### src/hdl/qte_pkg.sv
package qte_pkg;

  localparam int CORDIC_STEPS = 14;
  localparam int ATAN_ENTRIES = 24;

  localparam int QW  = 16;  // quaternion component width
  localparam int PW  = 32;  // product width
  localparam int SW  = 34;  // atan2 operand width from the products
  localparam int SPW = 30;  // clamped pitch sine, Q.28 within +-1.0
  localparam int MW  = 29;  // magnitude of the pitch sine
  localparam int RW  = 57;  // 1 - s^2 in Q.56
  localparam int RTW = 29;  // square root, Q.28
  localparam int DW  = 36;  // CORDIC x/y
  localparam int AW  = 24;  // CORDIC angle, Q.20
  localparam int OW  = 16;  // Q3.13 angle

  localparam int FRONT_STAGES = 4;
  localparam int ISQ_STAGES   = RTW;
  localparam int CORDIC_LAT   = CORDIC_STEPS + 2;
  localparam int PIPE_DEPTH   = FRONT_STAGES + ISQ_STAGES + CORDIC_LAT + 1;

  localparam logic signed [SW-1:0] ONE_Q28     = SW'(64'sd268435456);
  localparam logic signed [AW-1:0] PI_Q20      = AW'(3294199);
  localparam logic signed [AW-1:0] HALF_PI_Q20 = AW'(1647099);
  localparam logic signed [OW-1:0] PI_Q13      = OW'(25736);
  localparam logic signed [OW-1:0] HALF_PI_Q13 = OW'(12868);

  function automatic logic signed [AW-1:0] atan_q20(input logic [4:0] idx);
    logic signed [AW-1:0] a;
    case (idx)
      5'd0:  a = AW'(823550);
      5'd1:  a = AW'(486170);
      5'd2:  a = AW'(256879);
      5'd3:  a = AW'(130396);
      5'd4:  a = AW'(65451);
      5'd5:  a = AW'(32757);
      5'd6:  a = AW'(16383);
      5'd7:  a = AW'(8192);
      5'd8:  a = AW'(4096);
      5'd9:  a = AW'(2048);
      5'd10: a = AW'(1024);
      5'd11: a = AW'(512);
      5'd12: a = AW'(256);
      5'd13: a = AW'(128);
      5'd14: a = AW'(64);
      5'd15: a = AW'(32);
      5'd16: a = AW'(16);
      5'd17: a = AW'(8);
      5'd18: a = AW'(4);
      5'd19: a = AW'(2);
      5'd20: a = AW'(1);
      default: a = '0;
    endcase
    return a;
  endfunction

endpackage

### src/hdl/qte_isqrt.sv
module qte_isqrt (
  input  logic                        clk,
  input  logic                        en,
  input  logic [qte_pkg::RW-1:0]      rem,
  output logic [qte_pkg::RTW-1:0]     root
);

  localparam int RW  = qte_pkg::RW;
  localparam int RTW = qte_pkg::RTW;
  localparam int N   = qte_pkg::ISQ_STAGES;

  logic [RW-1:0]  d_s [N+1];
  logic [RTW-1:0] r_s [N+1];

  assign d_s[0] = rem;
  assign r_s[0] = '0;

  // one root bit per stage, MSB first
  for (genvar k = 0; k < N; k++) begin : g_stage
    localparam int SH = N - 1 - k;
    logic [RW:0]    trial, dext;
    logic           take;
    logic [RW-1:0]  d_r;
    logic [RTW-1:0] r_r;

    always_comb begin
      dext  = {1'b0, d_s[k]};
      trial = ((RW+1)'(r_s[k]) << (SH + 1)) + ((RW+1)'(1) << (2 * SH));
      take  = dext >= trial;
    end

    always_ff @(posedge clk) begin
      if (en) begin
        d_r <= take ? RW'(dext - trial) : d_s[k];
        r_r <= take ? (r_s[k] | (RTW'(1) << SH)) : r_s[k];
      end
    end

    assign d_s[k+1] = d_r;
    assign r_s[k+1] = r_r;
  end

  assign root = r_s[N];

endmodule

### config.mk
export PLATFORM = sky130hd
export DESIGN_NAME = qte_isqrt
export DESIGN_NICKNAME = d
export VERILOG_FILES = /design/src/hdl/qte_pkg.sv /design/src/hdl/qte_isqrt.sv
export SDC_FILE = /design/constraint.sdc
export NUM_CORES = 2
export LEC_CHECK = 0
export BUFFER_PORTS_ARGS = -buffer_cell sky130_fd_sc_hd__buf_2
export CAP_MARGIN = 20
export CORE_ASPECT_RATIO = 1.4
export CORE_UTILIZATION = 45
export CTS_BUF_LIST = sky130_fd_sc_hd__clkbuf_2
export DETAILED_ROUTE_END_ITERATION = 8
export MAX_ROUTING_LAYER = met4
export PLACE_DENSITY = 0.65
export SYNTH_ARGS = -nofsm -noshare
export SYNTH_HDL_FRONTEND = slang
export SYNTH_SLANG_ARGS = --single-unit
### constraint.sdc
create_clock -name clk -period 4.36 [get_ports clk]
set_clock_uncertainty 0.15 [all_clocks]
set_input_delay 0.654 -clock clk [delete_from_list [all_inputs] [get_ports clk]]
set_output_delay 0.654 -clock clk [all_outputs]
set_load 0.005 [all_outputs]
== Word-level counts from Yosys, hierarchy flattened ==
Index checks and enable logic that the tools add are counted.

* Register bits: 2437
* Input bits: 59

* Add/subtract/negate cells: 56
* Order comparisons: 29
* Multiplexer cells: 29

{| class="wikitable"
|+ Operator list
! cell !! count
|-
| $mux W57 || 28
|-
| $sub A57 B57 Y57 || 2
|-
| $add A57 B55 Y58 const B || 1
|-
| $ge A57 B58 Y1 || 1
|-
| $add A56 B53 Y57 const B || 1
|-
| $ge A57 B31 Y1 || 1
|-
| $ge A57 B32 Y1 || 1
|-
| $ge A57 B33 Y1 || 1
|-
| $ge A57 B34 Y1 || 1
|-
| $ge A57 B35 Y1 || 1
|-
| $ge A57 B36 Y1 || 1
|-
| $ge A57 B37 Y1 || 1
|-
| $ge A57 B38 Y1 || 1
|-
| $ge A57 B39 Y1 || 1
|-
| $ge A57 B40 Y1 || 1
|-
| $ge A57 B41 Y1 || 1
|-
| $ge A57 B42 Y1 || 1
|-
| $ge A57 B43 Y1 || 1
|-
| $ge A57 B44 Y1 || 1
|-
| $ge A57 B45 Y1 || 1
|-
| $ge A57 B46 Y1 || 1
|-
| $ge A57 B47 Y1 || 1
|-
| $ge A57 B48 Y1 || 1
|-
| $ge A57 B49 Y1 || 1
|-
| 62 further kinds || 62
|}

== Depth between registers and ports, before layout ==
* Word-level depth: 3
* Gate-level depth with buffers: 14
* Depth with buffers taken out: 11

== Least setup slack after synthesis ==
Ideal clock, no wire load.

* Path kind: register to register
* From: reg g_stage[21].d_r[32]
* To: reg g_stage[22].d_r[44] (data pin)
* Data arrival time: 3.150 ns
* Data required time: 3.952 ns
* Setup slack: 0.802 ns
* Stages on the path, launching flop included: 11
* Clock period less this slack: 3.558 ns
* Cells stage by stage: edfxtp_1 > ha_1 > nand3_1 > or3_1 > or4_1 > o41ai_1 > nor3_1 > a2111oi_4 > clkbuf_1 > nand3_1 > xnor2_1

* Cells in the longest elaborated chain, start to end: 2
* Elaborated cells between the ends (all ways): 3
* Classes of those cells: add/sub (1); order compare (1); mux (1)

{| class="wikitable"
|+ RTL lines
! element !! line !! RTL
|-
| start: declaration || qte_isqrt.sv:23 || <nowiki>logic [RW-1:0] d_r;</nowiki>
|-
| start signal: assignment || qte_isqrt.sv:34 || <nowiki>d_r <= take ? RW'(dext - trial) : d_s[k];</nowiki>
|-
| $sub A57 B37 Y57 or $ge A57 B37 Y1 (tied branches) || qte_isqrt.sv:34, qte_isqrt.sv:29 ||
|-
| $mux W57 (*) || qte_isqrt.sv:34 ||
|-
| end signal: assignment || qte_isqrt.sv:34 ||
|-
| end: declaration || qte_isqrt.sv:23 ||
|}

Mark *: on every way between the ends. The rest lies on a longest branch, timed or not.
A chain may end at the register's enable or synchronous reset.

== Final worst setup path ==
* From: reg g_stage[20].d_r[38]
* To: reg g_stage[21].d_r[39] (data pin)

* Cells in the longest elaborated chain, start to end: 2
* Elaborated cells between the ends (all ways): 3
* Classes of those cells: add/sub (1); order compare (1); mux (1)

{| class="wikitable"
|+ RTL lines
! element !! line
|-
| start: declaration || qte_isqrt.sv:23
|-
| start signal: assignment || qte_isqrt.sv:34
|-
| $sub A57 B38 Y57 or $ge A57 B38 Y1 (tied branches) || qte_isqrt.sv:34, qte_isqrt.sv:29
|-
| $mux W57 (*) || qte_isqrt.sv:34
|}

Marks and branches as above.

==> impl_metrics.prom <==
# TYPE chip_impl_metric gauge
chip_impl_metric{name="timing_hold_violations_final",unit=""} 0
chip_impl_metric{name="viasPerCell",unit=""} 5.61
chip_impl_metric{name="combined_area_of_all_synthesized_cells",unit="um^2"} 98200
chip_impl_metric{name="postLayoutCoreUtil",unit=""} 0.508
chip_impl_metric{name="clk-insertion-delay-late",unit="ps"} 1740
chip_impl_metric{name="netlist_instances",unit=""} 7852
chip_impl_metric{name="totalWireLength",unit="mm"} 281
chip_impl_metric{name="grt_pass1_wl",unit="mm"} 412
chip_impl_info{name="hold_path_class",value="register to register"} 1
chip_impl_metric{name="power.combinational.fraction",unit=""} 0.251
chip_impl_metric{name="timing.critical_path.arrival",unit="ps"} 5340
chip_impl_metric{name="floorplan.die.width",unit="um"} 397
chip_impl_info{name="timing.critical_path.from_type",value="register"} 1
chip_impl_metric{name="worst_pin_slew",unit="ps"} 1170
chip_impl_metric{name="synth_cell_types",unit=""} 94
chip_impl_metric{name="gp_congestion",unit=""} 1.03
chip_impl_metric{name="synth-simple-area-share",unit=""} 0.126
chip_impl_metric{name="final.min_clock_period",unit="ps"} 4270
chip_impl_metric{name="synth-edff-count",unit=""} 2031
chip_impl_metric{name="grt_antenna_before_repair",unit=""} 13
chip_impl_metric{name="share_of_the_synthesized_netlist_area_taken_by_xor_and_xnor_gates",unit=""} 0.0602
chip_impl_metric{name="start_util",unit=""} 0.453
chip_impl_metric{name="worstPathMaxFanout",unit=""} 5
chip_impl_metric{name="synth.mux.area_fraction",unit=""} 0.00870
chip_impl_info{name="timing.setup.critical_path_class",value="register to register"} 1
chip_impl_info{name="final_cell_mix",value="edfxtp_1 (2031), clkbuf_2 (649), inv_1 (581), nor2_1 (528), a21oi_1 (483)"} 1
chip_impl_metric{name="fin_setup_tns",unit="ps"} 0
chip_impl_metric{name="synth_nets",unit=""} 8372
chip_impl_metric{name="cellLeakagePower",unit="uW"} 0.0421
chip_impl_metric{name="gr-usage-all-layers",unit=""} 0.260
chip_impl_metric{name="critPathRequiredTime",unit="ps"} 5420
chip_impl_metric{name="slew_headroom",unit=""} 0.217
chip_impl_metric{name="design.final.nets",unit=""} 9194
chip_impl_metric{name="ctsLongestPathBuffers",unit=""} 4
chip_impl_metric{name="num_rows",unit=""} 202
chip_impl_metric{name="via_count_of_the_first_global_routing_pass",unit=""} 69071
chip_impl_metric{name="antenna_violating_nets_post_route",unit=""} 0
chip_impl_metric{name="timing.fmax",unit="GHz"} 0.234
chip_impl_metric{name="internal_power",unit="uW"} 34800
chip_impl_info{name="status",value="complete, but fails checks"} 1
chip_impl_metric{name="syn_area_per_cell",unit="um^2"} 12.5
chip_impl_metric{name="clockPowerShare",unit=""} 0.233
chip_impl_metric{name="grt_overflow",unit=""} 0
chip_impl_metric{name="final-max-slew-violation-count",unit=""} 0
chip_impl_info{name="min_from",value="g_stage[22].r_r[18]"} 1
chip_impl_metric{name="synth-adder-area-share",unit=""} 0.0588
chip_impl_metric{name="drt-pass1-iter-count",unit=""} 8
chip_impl_info{name="clock-root-buffer",value="clkbuf_2"} 1
chip_impl_info{name="critPathLaunch",value="g_stage[20].d_r[38]"} 1
chip_impl_metric{name="die_y",unit="um"} 555
chip_impl_metric{name="inserted_clock_buffers",unit=""} 475
chip_impl_metric{name="drc",unit=""} 6
chip_impl_metric{name="number_of_drc_violations_after_detailed_routing_iteration_0",unit=""} 4099
chip_impl_metric{name="p_per_area",unit="nW/um^2"} 479
chip_impl_metric{name="die-area",unit="um^2"} 220000
chip_impl_metric{name="power.ir.vdd_worst",unit="uV"} 292
chip_impl_metric{name="tritoncts_num_sinks",unit=""} 2031
chip_impl_metric{name="number_of_flip_flops_and_latches_in_the_synthesized_netlist",unit=""} 2031
chip_impl_info{name="combinational_family_with_the_most_area_after_synthesis",value="simple AND/OR/NAND/NOR gates"} 1
chip_impl_metric{name="postSynth.asyncResetShare",unit=""} 0
chip_impl_metric{name="synth_sequential_area_ratio",unit=""} 0.621
chip_impl_metric{name="cts_post_setup_buffers_inserted",unit=""} 0
chip_impl_metric{name="ioPinCount",unit=""} 88
chip_impl_metric{name="synthToLayoutAreaGrowth",unit="%"} 12.0
chip_impl_metric{name="finalCritPeriodShare",unit=""} 0.980
chip_impl_metric{name="vias",unit=""} 66894
chip_impl_metric{name="place_hpwl",unit="mm"} 212
chip_impl_metric{name="place.detailed.instances",unit=""} 10878
chip_impl_metric{name="synth_warnings",unit=""} 0
chip_impl_metric{name="r2r_setup_slack",unit="ps"} 90
chip_impl_info{name="mostFrequentLayoutCell",value="edfxtp_1"} 1
chip_impl_metric{name="wl_per_cell",unit="um"} 23.6
chip_impl_metric{name="setup_violations",unit=""} 0
chip_impl_info{name="tritoncts",value="built"} 1
chip_impl_metric{name="fin_cells",unit=""} 11930
chip_impl_metric{name="switching_power",unit="uW"} 17900
chip_impl_metric{name="fp.coreArea",unit="um^2"} 217000
chip_impl_metric{name="power_frac_seq",unit=""} 0.516
chip_impl_info{name="failed_checks",value="DRC"} 1
chip_impl_info{name="r2r_start",value="g_stage[20].d_r[38]"} 1
chip_impl_info{name="ys_dominant_reg_cell",value="edfxtp_1"} 1
chip_impl_metric{name="grt_max_degree",unit=""} 136
chip_impl_metric{name="drive_gt1_frac",unit=""} 0.134
chip_impl_info{name="worst_setup_path_end_kind",value="register"} 1
chip_impl_metric{name="power.switching_fraction",unit=""} 0.339
chip_impl_metric{name="path_clk_slew",unit="ps"} 120
chip_impl_metric{name="synth_compound_gate_area_share",unit=""} 0.0966
chip_impl_metric{name="ctsHtreeMaxLevel",unit=""} 5
chip_impl_metric{name="cap_viol_max_count",unit=""} 0
chip_impl_metric{name="io_buffers",unit=""} 87
## cell usage after synthesis, types with 49 or more instances
| master | instances | share of area |
|---|---|---|
| a211oi_1 | 49 | 0.0037 |
| a21o_1 | 150 | 0.011 |
| a21oi_1 | 483 | 0.025 |
| clkbuf_1 | 137 | 0.0052 |
| edfxtp_1 | 2031 | 0.62 |
| ha_1 | 460 | 0.059 |
| inv_1 | 581 | 0.022 |
| mux2_2 | 66 | 0.0076 |
| nand2_1 | 470 | 0.018 |
| nand2b_1 | 83 | 0.0053 |
| nand3_1 | 157 | 0.0080 |
| nand4_1 | 126 | 0.0080 |
| nor2_1 | 529 | 0.020 |
| nor2b_1 | 53 | 0.0034 |
| nor3_1 | 240 | 0.012 |
| nor4_1 | 273 | 0.017 |
| nor4b_1 | 49 | 0.0044 |
| o21a_1 | 104 | 0.0080 |
| o21ai_0 | 316 | 0.016 |
| or3_1 | 77 | 0.0049 |
| or4_1 | 55 | 0.0042 |
| xnor2_1 | 381 | 0.034 |
| xor2_1 | 294 | 0.026 |
## sequential cells by signal, indices dropped and copies added (netlist names)
| register | cells |
|---|---|
| g_stage.r_r | 406 |
| g_stage.d_r | 1596 |
| root | 29 |
## per-stage QoR
| step | setup WS, ps | instance area, um^2 | power [uW] | hold slack [ps] |
|---|---|---|---|---|
| final | 85.4 | 110000 | 52700 | 173 |
| after global routing | -59.4 | 110000 | 55400 | 135 |
| after CTS | 110 | 110000 | 52800 | 127 |
| after detailed placement | -18.1 | 104000 | 40400 | 276 |
| after global placement | -652 | 104000 | 40200 | 275 |
| after floorplan | 802 | 98200 | 35400 | 267 |
## critical path, stage by stage (launching register included)
cell	delay (ps)
edfxtp_1	500
or4_1	660
or3_1	630
or4b_1	810
o2111ai_1	270
a211o_1	240
nor2b_1	300
nor4b_1	340
xor2_1	110
## power groups by stage
| stage | registers, uW | logic [uW] | clock network (uW) |
|---|---|---|---|
| 2_1_floorplan | 26400 | 9050 | 0 |
| 3_3_place_gp | 27500 | 12700 | 0 |
| 3_5_place_dp | 27500 | 12900 | 0 |
| 4_1_cts | 27100 | 13100 | 12600 |
| 5_1_grt | 27400 | 14500 | 13600 |
| 6_report | 27200 | 13200 | 12300 |
## logic make-up (layout without fill, tap and decap cells)
kind of cell / count (synthesis) / in the layout
and+or+nand+nor: 2367 / 2367
adders and majority gates: 461 / 461
muxes: 77 / 77
buffers and inverters: 742 / 1945
AOI/OAI and AO/OA: 1498 / 1498
DFF: 2031 / 2031
xor gates and xnor gates: 675 / 675
other: 1 / 20
## layout make-up
cell class	instances	area [um^2]
antenna	19	47.5
timing repair buffer	501	4330
clock inverter	209	1090
clock buffer	649	3250
tap	2856	3570
multi-input combinational	5079	34500
fill	18770	107000
inverter	586	2200
sequential	2031	61000
## layer usage
layer | part of all wire | global-route usage | routed length, um
met2 | 0.56 | 0.500 | 158000
met1 | 0.30 | 0.211 | 84900
met5 | 0 | - | 0
met4 | 0.098 | 0.220 | 27600
met3 | 0.040 | 0.0383 | 11300
## final timing paths
| check | endpoint | depth (start not counted) |
|---|---|---|
| setup / recovery | g_stage[21].d_r[39] | 8 |
| hold / removal | g_stage[23].r_r[18] | 0 |
| setup reg to reg | g_stage[21].d_r[39] | 8 |
| hold reg to reg | g_stage[23].r_r[18] | 0 |
## what timing repair did
| item | CTS | global route |
|---|---|---|
| endpoints found under the hold margin | 2056 | 0 |
| gates resized for setup | 4 | 4 |
| setup endpoints to repair | 7 | 10 |
| hold buffers | 174 | 0 |
No activity file was read; power rests on OpenSTA's default activity.
